`src/sv/iae_pkg.sv`:
```
// Shared types, constants and helpers for the accumulator execute unit.
// No dependencies; imported by every module of the block except iae_ram.
`timescale 1ns / 1ps

package iae_pkg;

  localparam int WORD_W        = 32;
  localparam int ADDR_W        = 10;
  localparam int PC_W          = 10;
  localparam int ACT_W         = 4;
  localparam int ALU_W         = WORD_W + 1;
  localparam int CNT_W         = 5;
  localparam int MEM_DEPTH_DEF = 1024;
  localparam int IN_TDATA_W    = 48;
  localparam int OUT_TDATA_W   = 80;

  typedef enum logic [ACT_W-1:0] {
    ACT_PRELOAD  = 4'd0,
    ACT_NOP      = 4'd1,
    ACT_LDMQ     = 4'd2,
    ACT_STORE    = 4'd3,
    ACT_LOAD     = 4'd4,
    ACT_LDNEG    = 4'd5,
    ACT_LDABS    = 4'd6,
    ACT_LDNEGABS = 4'd7,
    ACT_ACMQ     = 4'd8,
    ACT_ADD      = 4'd9,
    ACT_ADDABS   = 4'd10,
    ACT_SUB      = 4'd11,
    ACT_SUBABS   = 4'd12,
    ACT_MUL      = 4'd13,
    ACT_DIV      = 4'd14
  } action_e;

  typedef enum logic [3:0] {
    ST_IDLE,
    ST_READ,
    ST_EXEC,
    ST_MUL,
    ST_DABS,
    ST_DIV,
    ST_QFIX,
    ST_RFIX,
    ST_DONE
  } state_e;

  // sequencer -> datapath
  typedef struct packed {
    logic take;
    logic ram_re;
    logic exec;
    logic mul_step;
    logic dabs;
    logic div_step;
    logic qfix;
    logic rfix;
    logic finish;
  } ctrl_t;

  // datapath -> sequencer
  typedef struct packed {
    logic in_valid;
    logic is_mul;
    logic is_div;
    logic div_zero;
    logic cnt_last;
    logic out_free;
  } stat_t;

  // Address modulo depth by compare-subtract; address < 1024 and depth >= 16,
  // so six steps bring it below the depth.
  function automatic logic [ADDR_W-1:0] wrap_addr(input logic [ADDR_W-1:0] addr,
                                                  input logic [16:0] depth);
    logic [23:0] rem;
    logic [23:0] lim;
    rem = 24'(addr);
    for (int k = 5; k >= 0; k--) begin
      lim = 24'(depth) << k;
      if (rem >= lim) rem = rem - lim;
    end
    return rem[ADDR_W-1:0];
  endfunction

endpackage

```
`src/sv/iae_ctrl.sv`:
```
// Sequencer for the execute unit: walks one instruction through read,
// execute and the multi-cycle multiply/divide loops. Depends on iae_pkg.
`timescale 1ns / 1ps

module iae_ctrl (
  input  logic           clk_i,
  input  logic           rst_ni,
  input  iae_pkg::stat_t stat_i,
  output iae_pkg::ctrl_t ctrl_o,
  output logic           ready_o
);
  import iae_pkg::*;

  state_e state_q, state_d;

  always_ff @(posedge clk_i or negedge rst_ni) begin
    if (!rst_ni) state_q <= ST_IDLE;
    else         state_q <= state_d;
  end

  always_comb begin
    state_d = state_q;
    case (state_q)
      ST_IDLE: if (stat_i.in_valid) state_d = ST_READ;
      ST_READ: state_d = ST_EXEC;
      ST_EXEC: begin
        if (stat_i.is_mul)                         state_d = ST_MUL;
        else if (stat_i.is_div && !stat_i.div_zero) state_d = ST_DABS;
        else                                        state_d = ST_DONE;
      end
      ST_MUL:  if (stat_i.cnt_last) state_d = ST_DONE;
      ST_DABS: state_d = ST_DIV;
      ST_DIV:  if (stat_i.cnt_last) state_d = ST_QFIX;
      ST_QFIX: state_d = ST_RFIX;
      ST_RFIX: state_d = ST_DONE;
      ST_DONE: if (stat_i.out_free) state_d = ST_IDLE;
      default: state_d = ST_IDLE;
    endcase
  end

  always_comb begin
    ctrl_o  = '0;
    ready_o = 1'b0;
    case (state_q)
      ST_IDLE: begin
        ready_o     = 1'b1;
        ctrl_o.take = stat_i.in_valid;
      end
      ST_READ: ctrl_o.ram_re   = 1'b1;
      ST_EXEC: ctrl_o.exec     = 1'b1;
      ST_MUL:  ctrl_o.mul_step = 1'b1;
      ST_DABS: ctrl_o.dabs     = 1'b1;
      ST_DIV:  ctrl_o.div_step = 1'b1;
      ST_QFIX: ctrl_o.qfix     = 1'b1;
      ST_RFIX: ctrl_o.rfix     = 1'b1;
      ST_DONE: ctrl_o.finish   = stat_i.out_free;
      default: ;
    endcase
  end

endmodule

```
`config.mk`:
```
export PLATFORM = sky130hd
export DESIGN_NAME = iae_ctrl
export DESIGN_NICKNAME = d
export VERILOG_FILES = /design/src/sv/iae_pkg.sv /design/src/sv/iae_ctrl.sv
export SDC_FILE = /design/constraint.sdc
export NUM_CORES = 1
export LEC_CHECK = 0
export ABC_AREA = 1
export BUFFER_PORTS_ARGS = -buffer_cell sky130_fd_sc_hd__buf_2
export CORE_AREA = 5 5 42 44
export CTS_BUF_LIST = sky130_fd_sc_hd__clkbuf_4 sky130_fd_sc_hd__clkbuf_8
export CTS_CLUSTER_DIAMETER = 150
export DETAILED_ROUTE_END_ITERATION = 10
export DIE_AREA = 0 0 47 49
export GPL_ROUTABILITY_DRIVEN = 0
export HOLD_SLACK_MARGIN = 0.05
export MAX_ROUTING_LAYER = met4
export PLACE_DENSITY = 0.65
export SETUP_SLACK_MARGIN = 0.4
export SYNTH_ARGS = -nofsm -noshare
export SYNTH_HDL_FRONTEND = slang
export SYNTH_SLANG_ARGS = --single-unit
```
`constraint.sdc`:
```
create_clock -name clk_i -period 1.2 [get_ports clk_i]
set_input_delay 0.36 -clock clk_i [delete_from_list [all_inputs] [get_ports clk_i]]
set_output_delay 0.36 -clock clk_i [all_outputs]
set_load 0.02 [all_outputs]
```
---- After elaboration in Yosys (flattened, before gate mapping) ----
Cells that the tools add are included.
storage, ports and cells
  output and inout bits ................... 10
  input bits .............................. 8
  register bits ........................... 4
cells by class
  reductions and logical operators ........ 4
  equality and inequality tests ........... 12
  multiplexer cells ....................... 17
operators by type and width
  operator                                                                number
  4-bit case mux with 9 select lines                                      1
  4-bit 2-to-1 mux                                                        6
  4-bit by 3-bit equality test with 1-bit output (second input constant)  4
  1-bit 2-to-1 mux                                                        10
  4-bit by 2-bit equality test with 1-bit output (second input constant)  2
  2-bit != test (second input constant)                                   4
  4-bit by 1-bit equality test with 1-bit output (second input constant)  1
  4-bit equality test (second input constant)                             1
  4-bit logical NOT                                                       1
  4-bit AND reduction                                                     1
  1-bit logical AND                                                       1
  1-bit logical NOT                                                       1

---- Logic depth before layout (Yosys ltp) ----
  depth in word-level cells ............... 5
  mapped depth ............................ 7

---- Least setup slack after synthesis ----
No wires, ideal clock.
  path kind ............................... reg2out
  start ................................... register state_q[3]
  end ..................................... output port ctrl_o[4] (netlist bit)
  data arrival time ....................... 1.095 ns
  setup slack ............................. -0.255 ns
  required time ........................... 0.840 ns
  buffers on the path ..................... 0
  stages on the path, launching flop included .. 4
  cell sequence ........................... dfrtp_1 > nor2_4 > inv_1 > nor3_1
RTL lines
  what                    line            source
  start, declared         iae_ctrl.sv:14  state_e state_q, state_d;
  start signal, assigned  iae_ctrl.sv:18  else state_q <= state_d;
  end, declared           iae_ctrl.sv:9   output iae_pkg::ctrl_t ctrl_o,

==> results.md <==
- I/O Buffers: 17
- Period utilisation layout: 1.315
- Failing checks: setup timing
- Startpoint Class: flip-flop
- Int Power: 1.204 mW
- Initial Util: 0.2705
- Area share of the largest cell type after synthesis: 0.2640
- Final hold slack: 0.3488 ns
- Root Driver: clkbuf_4
- Leak pwr: 0.4608 nW
- Syn Area/Cell: 5.924 µm²
- Mapped Nets: 72
- Top_reg_cell synth: dfrtp_1
- Fraction of registers with async set/reset: 1.000
- Initial antenna violation count: 0
- Crit. End Element: output port
- Critical path peak fanout: 4
- Share of cells above drive strength 1: 0.7714
- Post-Syn Instances: 64
- RSZ-0062 raised after global routing: yes
- PD cells: 2635 nW/µm²
- Worst skew pair latency: 0.24 ns
- Synth area leaders: dfrtp_1, nand2_1, inv_1
- Number of global-route vias before repair: 548
- Top-Level Pins: 18
- Die Span X: 47 µm
- Area of the die: 2303 µm²
- Synth warnings: 0
- Met1 wire length: 441 µm
- Post-DP HPWL: 813.9 µm
- WL/cell: 10.82 µm
- Sequential share of power: 0.153
- TritonCTS Buffers: 3
- Clock-pin slew of the registers on the worst-case setup and hold paths: 0.04 ns
- Top flop regs: state_q: 4 flops
- Count leader, synth: nand2_1
- Worst hold path class: in -> reg
- Synthesized cell area: 379.1 µm²
- Sw Share: 0.4557
- CP arrival: 1.22 ns
- Logic pwr share: 0.750
- Met2 WL post-DR: 787 µm
- # setup viols final: 14
- Netlist cell types: 16
- Total gr overflow: 0
- # rows: 14
- Final Hold Fails: 0
- Post-synth EDFFs: 0
- Largest Register: state_q
- CP required: 0.84 ns
- Final WS setup: -0.3784 ns
- Max Transition Viols Final: 0
- Largest net degree at the start of global routing: 7
- Worst Setup Path Type: reg -> out
- Sw Pwr: 1.008 mW
- Final ANT Viol Nets: 0
- Final core utilization: 0.5991
- Status: complete, but fails checks
- Core area: 1401 µm²
- Aggregate routed wire length: 1309 µm
- Skew final: 0.002664 ns
- Syn-to-layout area delta: 121.5%
- H-Tree Depth: 1
- Final net count: 114
- ANT cells: 0
- Clock Sinks: 4
- Pre-CTS setup slack: -0.1319 ns
- Worst-Margin Slew: 0.2079 ns
- Gr usage total: 0.1280
- DR iter-0 viols: 4
- Seq/Total Area, Yosys: 0.2640
- VDD IR-drop max: 1539 µV
- Max Freq: 633.5 MHz
- Max FFs per register: 4
- Largest area contributor in the netlist: dfrtp_1
- Clock power share: 0.097
- Slew headroom: 0.8606
- DRT Pass-1 Iters: 2
- Post-layout min period: 1.578 ns
- Clk buf depth: 2
- Top sig layer: met4
- First-pass GRT wire length: 2097 µm
- Synthesized flop and latch total: 4
- Remaining DRCs: 0
- Die Height: 49 µm
- Vias per inst: 4.471
- Via count: 541
- Post-synth top cells: nand2_1, inv_1, nor2_1, inv_2, nand3_1
- CTS tree: yes
- Maxcap violations: 0
- Met3 WL: 62 µm
kinds of logic after synthesis:
kind of cell | synth area share
AND/OR/NAND/NOR | 0.4587
buffers and inverters | 0.1782
AO/OA/AOI/OAI | 0.09899
flip-flops | 0.2640
what timing repair did:
action                                 4_1_cts  5_1_grt
setup endpoints to repair                   14       14
hold buffers                                 1        0
endpoints found under the hold margin        4        0
setup buffers                                8        4
gates resized for setup                     30       12
pin swaps                                   11       10
routing by layer:
metal	track usage	up-vias
li1	-	274
met1	0.1302	249
met2	0.2262	15
met3	0.02214	3
met4	0.05530	0
met5	-	-
worst max-delay path, stage by stage (launching register included):
cell	delay, ns
dfrtp_2	0.40
inv_2	0.06
nor2_4	0.12
buf_4	0.14
nand2_1	0.08
inv_2	0.05
buf_4	0.12
final timing paths:
check	startpoint	cells past startpoint	slack (ns)	endpoint
max	state_q[2]	6	-0.38	ctrl_o[2]
min	stat_i[4]	2	0.35	state_q[2]
max reg2reg	state_q[2]	10	-0.25	state_q[1]
min reg2reg	state_q[2]	3	0.64	state_q[3]
max in group asynchronous	rst_ni	2	0.61	state_q[2]
min in group asynchronous	rst_ni	2	0.45	state_q[3]
per-stage QoR:
step | setup TNS (ns) | power, mW | instances | cell area [µm²]
floorplan | -0.03266 | 1.001 | 64 | 424.2
global placement | -0.9137 | 1.321 | 104 | 581.8
detailed placement | -1.038 | 1.337 | 104 | 581.8
CTS | -3.918 | 1.936 | 117 | 768.2
global route | -5.016 | 2.374 | 121 | 839.6
finish | -4.250 | 2.212 | 121 | 839.6
cell type report:
class                      count  area [µm²]
timing repair buffer          37       319.1
clock buffer                   4       30.03
fill                         122       561.8
inverter                      18       68.82
sequential                     4       105.1
tap                           16       20.02
multi-input combinational     42       296.5
cell usage in the layout (no fill, tap or decap), drive strengths merged:
master / n
buf: 36
nor2: 12
clkbuf: 4
o21ai: 3
o31ai: 1
o21bai: 1
nand3: 5
nand2: 19
nor3: 1
clkinv: 1
dlygate4sd3: 1
inv: 17
dfrtp: 4
power groups by stage:
stage          Sequential (mW)  Combinational, mW  Clock (mW)
2_1_floorplan            0.311              0.690           0
3_3_place_gp             0.315               1.01           0
6_report                 0.338               1.66       0.215
3_5_place_dp             0.325               1.01           0
5_1_grt                  0.348               1.80       0.227
4_1_cts                  0.329               1.39       0.214
Note: power is estimated with default switching activity, not from simulation.
