==> config.mk <==
export PLATFORM = sky130hd
export DESIGN_NAME = iae_alu
export DESIGN_NICKNAME = d
export VERILOG_FILES = /design/src/sv/iae_pkg.sv /design/src/sv/iae_alu.sv
export SDC_FILE = /design/constraint.sdc
export NUM_CORES = 1
export LEC_CHECK = 0
export ABC_AREA = 1
export BUFFER_PORTS_ARGS = -buffer_cell sky130_fd_sc_hd__buf_2
export CORE_MARGIN = 2
export CORE_UTILIZATION = 53
export DETAILED_ROUTE_END_ITERATION = 8
export GPL_ROUTABILITY_DRIVEN = 0
export PLACE_DENSITY = 0.85
export SLEW_MARGIN = 25
export SYNTH_ARGS = -nofsm -noshare
export SYNTH_HDL_FRONTEND = slang
export SYNTH_SLANG_ARGS = --single-unit
==> constraint.sdc <==
create_clock -name vclk -period 2.2
set_clock_uncertainty 0.05 [all_clocks]
set_input_delay 0.22 -clock vclk [all_inputs]
set_output_delay 0.22 -clock vclk [all_outputs]
set_load 0.005 [all_outputs]
==> src/sv/iae_pkg.sv <==
// Shared types, constants and helpers for the accumulator execute unit.
// No dependencies; imported by every module of the block except iae_ram.
`timescale 1ns / 1ps

package iae_pkg;

  localparam int WORD_W        = 32;
  localparam int ADDR_W        = 10;
  localparam int PC_W          = 10;
  localparam int ACT_W         = 4;
  localparam int ALU_W         = WORD_W + 1;
  localparam int CNT_W         = 5;
  localparam int MEM_DEPTH_DEF = 1024;
  localparam int IN_TDATA_W    = 48;
  localparam int OUT_TDATA_W   = 80;

  typedef enum logic [ACT_W-1:0] {
    ACT_PRELOAD  = 4'd0,
    ACT_NOP      = 4'd1,
    ACT_LDMQ     = 4'd2,
    ACT_STORE    = 4'd3,
    ACT_LOAD     = 4'd4,
    ACT_LDNEG    = 4'd5,
    ACT_LDABS    = 4'd6,
    ACT_LDNEGABS = 4'd7,
    ACT_ACMQ     = 4'd8,
    ACT_ADD      = 4'd9,
    ACT_ADDABS   = 4'd10,
    ACT_SUB      = 4'd11,
    ACT_SUBABS   = 4'd12,
    ACT_MUL      = 4'd13,
    ACT_DIV      = 4'd14
  } action_e;

  typedef enum logic [3:0] {
    ST_IDLE,
    ST_READ,
    ST_EXEC,
    ST_MUL,
    ST_DABS,
    ST_DIV,
    ST_QFIX,
    ST_RFIX,
    ST_DONE
  } state_e;

  // sequencer -> datapath
  typedef struct packed {
    logic take;
    logic ram_re;
    logic exec;
    logic mul_step;
    logic dabs;
    logic div_step;
    logic qfix;
    logic rfix;
    logic finish;
  } ctrl_t;

  // datapath -> sequencer
  typedef struct packed {
    logic in_valid;
    logic is_mul;
    logic is_div;
    logic div_zero;
    logic cnt_last;
    logic out_free;
  } stat_t;

  // Address modulo depth by compare-subtract; address < 1024 and depth >= 16,
  // so six steps bring it below the depth.
  function automatic logic [ADDR_W-1:0] wrap_addr(input logic [ADDR_W-1:0] addr,
                                                  input logic [16:0] depth);
    logic [23:0] rem;
    logic [23:0] lim;
    rem = 24'(addr);
    for (int k = 5; k >= 0; k--) begin
      lim = 24'(depth) << k;
      if (rem >= lim) rem = rem - lim;
    end
    return rem[ADDR_W-1:0];
  endfunction

endpackage

==> src/sv/iae_alu.sv <==
// Shared 33-bit adder/subtractor used by every arithmetic step.
// Depends on iae_pkg for widths.
`timescale 1ns / 1ps

module iae_alu (
  input  logic [iae_pkg::ALU_W-1:0] a_i,
  input  logic [iae_pkg::ALU_W-1:0] b_i,
  input  logic                      sub_i,
  output logic [iae_pkg::ALU_W-1:0] sum_o
);
  import iae_pkg::*;

  assign sum_o = a_i + (sub_i ? ~b_i : b_i) + ALU_W'(sub_i);

endmodule

==> flow_summary.ini, run 1 <==
[run_status]
status = aborted with a tool error
haltStage = 5_1_grt
stop_error = [ERROR GRT-0232] Routing congestion too high. Check the congestion heatmap in the GUI.

[synthesis]
synth_top_area_share_pct = 25.19
synth.most_common_cell = nand2_1
syn_inst = 503
avgSynthCellArea_um2 = 5.303
synth_area_um2 = 2668
synth_top_area_cell = nand2_1
syn_nets = 602
synth_top_cells_by_count = nand2_1, inv_1, xor2_1
yosys-top-cells-area = nand2_1, xor2_1, ha_1, inv_1, a21oi_1
ys_types = 26
yosysSeqAreaShare_pct = 0
yosys_warnings = 0

[placement]
place_hpwl_um = 7241
dp_cells = 713
portBuffers = 100

[floorplanning]
row_count = 25
start_util_pct = 55.74
fp.dieH_um = 74.95
io-pin-count = 100
chipWidth_um = 74.95

[global_routing]
grt_overflow = 3
grt_max_degree = 15
grt_util_all_layers_pct = 64.82

[timing]
worstEndpointType = primary output
crit_endpoint = sum_o[31]

[cts]
cts_hold_buf = 0
==> kinds of logic after synthesis <==
kind of cell / synth area share [%]
xor gates and xnor gates: 16.09
and+or+nand+nor: 43.53
AOI/OAI and AO/OA: 10.32
adders and majority gates: 15.29
buffers and inverters: 14.77
==> metal layers <==
metal | track usage, % | overflow
met5 | 12.96 | 0
met4 | 57.74 | 2
met3 | 50.33 | 0
met2 | 84.99 | 1
met1 | 64.26 | 0
==> timing repair <==
action | in CTS
endpoints found under the setup margin | 25
pin swaps | 43
resized for setup | 76
gates cloned | 2
setup buffers | 8
hold endpoints to repair | 0
==> per-stage QoR <==
stage | utilization (%) | instance area [um2] | setup slack [ps]
after floorplan | - | 2668 | 130.4
after CTS | 82.59 | 3953 | -57.44
after global placement | 75.29 | 3603 | -124.5
after detailed placement | 75.29 | 3603 | -187.7
==> inputs of run 2 (changes only) <==
--- a/config.mk
+++ b/config.mk
@@ -8,10 +8,10 @@
 export ABC_AREA = 1
 export BUFFER_PORTS_ARGS = -buffer_cell sky130_fd_sc_hd__buf_2
 export CORE_MARGIN = 2
-export CORE_UTILIZATION = 53
+export CORE_UTILIZATION = 40
 export DETAILED_ROUTE_END_ITERATION = 8
 export GPL_ROUTABILITY_DRIVEN = 0
-export PLACE_DENSITY = 0.85
+export PLACE_DENSITY_LB_ADDON = 0.15
 export SLEW_MARGIN = 25
 export SYNTH_ARGS = -nofsm -noshare
 export SYNTH_HDL_FRONTEND = slang
==> flow_summary.ini, run 2 <==
[setup_path]
crit_buf_inv = 4
slowest_delay_ps = 360
cp_max_fo = 7
crit_top_cell = nand2_1
arrival_ps = 2090
worstSetupPathType = in -> out
cp.required_ps = 1930
crit_path_start_kind = primary input
crit_chain = buf_12 -> buf_6 -> xor2_1 -> ha_1 -> nand2_1 -> nand2_2 -> a21oi_2 -> inv_1 -> nand2_2 -> nand3_4 -> nand3_2 -> nand2_1 -> nand2_1 -> nand2_1 -> buf_2
crit_family = simple AND/OR/NAND/NOR gates
endpoint_kind = primary output
slowest_stage = ha_1

[layout]
fin_area_um2 = 4384
final_common_cell = nand2_1
seqCellArea_um2 = 0
clkbuf_count = 0
final_layout_size_suffix_gt1_share_pct = 47.63
mostFrequentLayoutCells = nand2_1, buf_2, inv_1
antenna_cells = 0
seq_cell_count = 0
final_cell_count_no_fill = 751
nets = 775
syn2layout_area_growth_pct = 64.35

[run_status]
status = finished with violations
violations = setup timing

[power_and_ir_drop]
power_leakage_nw = 2.588
p_per_area_nw_per_um2 = 425.2
irDropWorstVdd_uv = 268.2

[floorplanning]
row_count = 29
die_area_um2 = 7338
core_area_um2 = 6386
io-pin-count = 100
start_util_pct = 41.77
fp.dieH_um = 85.67
chipWidth_um = 85.67

[synthesis]
syn_nets = 602
synth_top_area_cell = nand2_1
yosys-top-cells-area = nand2_1, xor2_1, ha_1, inv_1, a21oi_1
syn_inst = 503
yosysSeqAreaShare_pct = 0
ys_types = 26
synth_top_area_share_pct = 25.19
avgSynthCellArea_um2 = 5.303
synth.most_common_cell = nand2_1
synth_top_cells_by_count = nand2_1, inv_1, xor2_1
yosys_warnings = 0
synth_area_um2 = 2668

[global_routing]
grt_overflow = 0
grt_util_all_layers_pct = 24.30
use_met3_pct = 0.7700
grt_pass1_vias = 3463
grt.busiest_layer = met2
grtUsageMet2_pct = 43.11
grt_max_degree = 11
grt.met1_usage_pct = 33.16
antenna_found_initial = 0
grt_first_pass_wirelength_um = 14840

[timing]
finalWorstPathRequiredPeriod_ps = 2362
tightest_slew_ps = 303.8
period_share_pct = 107.3
hold_viol_final = 0
final-setup-viol-count = 23
maxSlewHeadroom_pct = 79.60
maxSlewViolCount = 0
grt_setup_unrepaired = yes
tns_ps = -2084
setup_slack_ps = -161.6
fmax_mhz = 423.5

[hold_path]
hp-class = in -> out

[route]
route.detailed.drc = 0
postRouteWirelength_um = 9753
firstDrtPassIters = 5
routed_via_density = 4.856
vias = 3647
wl_per_cell_um = 12.99
drtAntennaViolNets = 0
drtIter0Drc = 179

[placement]
dp_slack_ps = -215.1
dp_cells = 728
place_hpwl_um = 7197
portBuffers = 100
placed_area_um2 = 3654

[job]
maxCapViolCount = 0

[cts]
cts_hold_buf = 0
[run 2: cell counts after synthesis]
Identical to the previous run, type by type.
[run 2: layout make-up]
class	instances	area [um2]
multi-input combinational	401	2753
tap	77	96.34
timing repair buffer	175	1167
fill	555	2002
inverter	98	367.9
[run 2: logic make-up (layout without fill, tap and decap cells)]
group	count (synthesis)	count (layout)	synth area share [%]
AND/OR/NAND/NOR	270	270	43.53
buffers and inverters	102	273	14.77
AO/OA/AOI/OAI	50	50	10.32
XOR/XNOR	49	49	16.09
adder cells (fa/ha/maj)	32	32	15.29
[run 2: path summary, 6_finish.rpt]
| path | slack [ps] | from | cells past startpoint | end |
|---|---|---|---|---|
| worst max-delay path | -160 | sub_i | 15 | sum_o[27] |
| worst min-delay path | 660 | a_i[0] | 3 | sum_o[0] |
[run 2: layer usage]
| layer | wire (um) | share of wire [%] | vias to the layer above |
|---|---|---|---|
| li1 | - | - | 1876 |
| met4 | 204 | 2.1 | 0 |
| met3 | 464 | 4.8 | 20 |
| met1 | 4312 | 44 | 1623 |
| met2 | 4771 | 49 | 128 |
| met5 | 0 | 0 | - |
[run 2: power breakdown]
group,leakage [nW],internal (W),total [W],switching (W)
registers,0,0,0,0
clock network,0,0,0,0
logic,2.59,0.000855,0.00186,0.00101
total,2.59,0.000855,0.00186,0.00101
[run 2: metrics by stage]
| step | hold WS [ps] | power [W] | utilization [%] |
|---|---|---|---|
| floorplan | 441.4 | 0.0008528 | - |
| CTS | 662.5 | 0.001676 | 63.89 |
| global route | 681.0 | 0.002031 | 68.65 |
| finish | 662.5 | 0.001864 | 68.65 |
| detailed placement | 658.2 | 0.001472 | 57.21 |
| global placement | 654.2 | 0.001457 | 57.21 |
[run 2: timing repair]
item                       CTS  global route
setup endpoints to repair   24            24
gates resized for setup     85            63
pin swaps                   47            53
setup buffers               12             9
cloned                       2             0
(Power assumes the default switching activity.)
==> inputs of run 3 (changes only) <==
==> constraint.sdc (replaced) <==
create_clock -name vclk -period 2.9
set_clock_uncertainty 0.05 [all_clocks]
set_input_delay 0.29 -clock vclk [all_inputs]
set_output_delay 0.29 -clock vclk [all_outputs]
set_load 0.005 [all_outputs]
==> flow_summary.ini, run 3 (synthesis gave the netlist of run 2 again) <==
[power_and_ir_drop]
p_int_w = 0.0003932
power_frac_clock_pct = 0
irDropWorstVdd_uv = 128.7
switching_share_pct = 59.72
power_leakage_nw = 2.111
p_comb_share_pct = 100.0
p_per_area_nw_per_um2 = 298.9
power_switching_w = 0.0005829
seqPwrFrac_pct = 0

[placement]
portBuffers = 100
place_hpwl_um = 6872
dp_cells = 678

[floorplanning]
start_util_pct = 41.77
die_area_um2 = 7338
io-pin-count = 100
core_area_um2 = 6386
row_count = 29
chipWidth_um = 85.67
fp.dieH_um = 85.67

[setup_path]
cp.required_ps = 2560
arrival_ps = 2280
cp_max_fo = 14
endpoint_kind = primary output
crit_path_start_kind = primary input
worstSetupPathType = in -> out

[timing]
holdWs_ps = 800.3
tightest_slew_ps = 339.5
tns_ps = 0
maxSlewViolCount = 0
finalWorstPathRequiredPeriod_ps = 2616
grt_setup_unrepaired = no
fmax_mhz = 382.2
maxSlewHeadroom_pct = 77.13
hold_viol_final = 0
period_share_pct = 90.21
final-setup-viol-count = 0

[layout]
seqCellArea_um2 = 0
final_layout_size_suffix_gt1_share_pct = 22.63
clkbuf_count = 0
finalCoreUtilization_pct = 51.14
final_cell_count_no_fill = 678
multiInputGateArea_um2 = 2273
nets = 702
syn2layout_area_growth_pct = 22.42
final_common_cell = nand2_1
fillCellCount = 734
seq_cell_count = 0
antenna_cells = 0
mostFrequentLayoutCells = nand2_1, buf_2, inv_1

[cts]
cts_hold_buf = 0
cts_setup_buffers = 0
cts_resized = 0

[route]
vias = 3185
wl_per_cell_um = 11.17
firstDrtPassIters = 4
postRouteWirelength_um = 7572
drtAntennaViolNets = 0
routed_via_density = 4.698
route.detailed.drc = 0
drtIter0Drc = 116

[global_routing]
grt_overflow = 0
antenna_found_initial = 0
grt_max_degree = 18
grt_util_all_layers_pct = 20.12
grt_first_pass_wirelength_um = 12520
grt_pass1_vias = 2930

[job]
maxCapViolCount = 0

[hold_path]
hold_path_depth = 3
hp-class = in -> out

[run_status]
status = complete, no violations
-- run 3: cell type report --
cell class	instances	share of cell area (%)
multi-input cells	401	69.62
repair buffers	102	16.17
inverters	98	11.26
well taps	77	2.950
-- run 3: per-stage QoR --
stage	power, W	area, um2	setup slack, ps
6_report	0.0009761	3266	283.8
5_1_grt	0.001107	3266	61.94
4_1_cts	0.0009804	3266	274.5
3_5_place_dp	0.0009764	3266	269.6
3_3_place_gp	0.0009668	3266	308.5
2_1_floorplan	0.0006469	2668	690.4
-- run 3: layer usage --
metal	vias to the layer above	track usage (%)	part of all wire, %
met5	-	0	0
met4	0	0.7215	0.33
met3	2	0.2887	5.5
met2	75	34.80	45
met1	1380	29.49	49
li1	1728	-	-
-- run 3: critical path: stages --
cell	delay (ps)
buf_2	140
buf_4	270
xor2_1	180
ha_1	290
a21oi_1	160
nand2_1	110
nand3_1	80
nand2_1	110
nand2_1	90
nand2_1	110
nand2_1	120
nand2_1	70
nand2_1	60
nand2_1	60
buf_2	130
-- run 3: power groups by stage --
stage | sequential [W] | combinational, W | clock, W
final | 0 | 0.000976 | 0
after global routing | 0 | 0.00111 | 0
after CTS | 0 | 0.000980 | 0
after detailed placement | 0 | 0.000976 | 0
after global placement | 0 | 0.000967 | 0
after floorplan | 0 | 0.000647 | 0
-- run 3: final timing paths --
path | startpoint | endpoint | slack, ps
setup / recovery | sub_i | sum_o[28] | 280
hold / removal | a_i[0] | sum_o[0] | 800
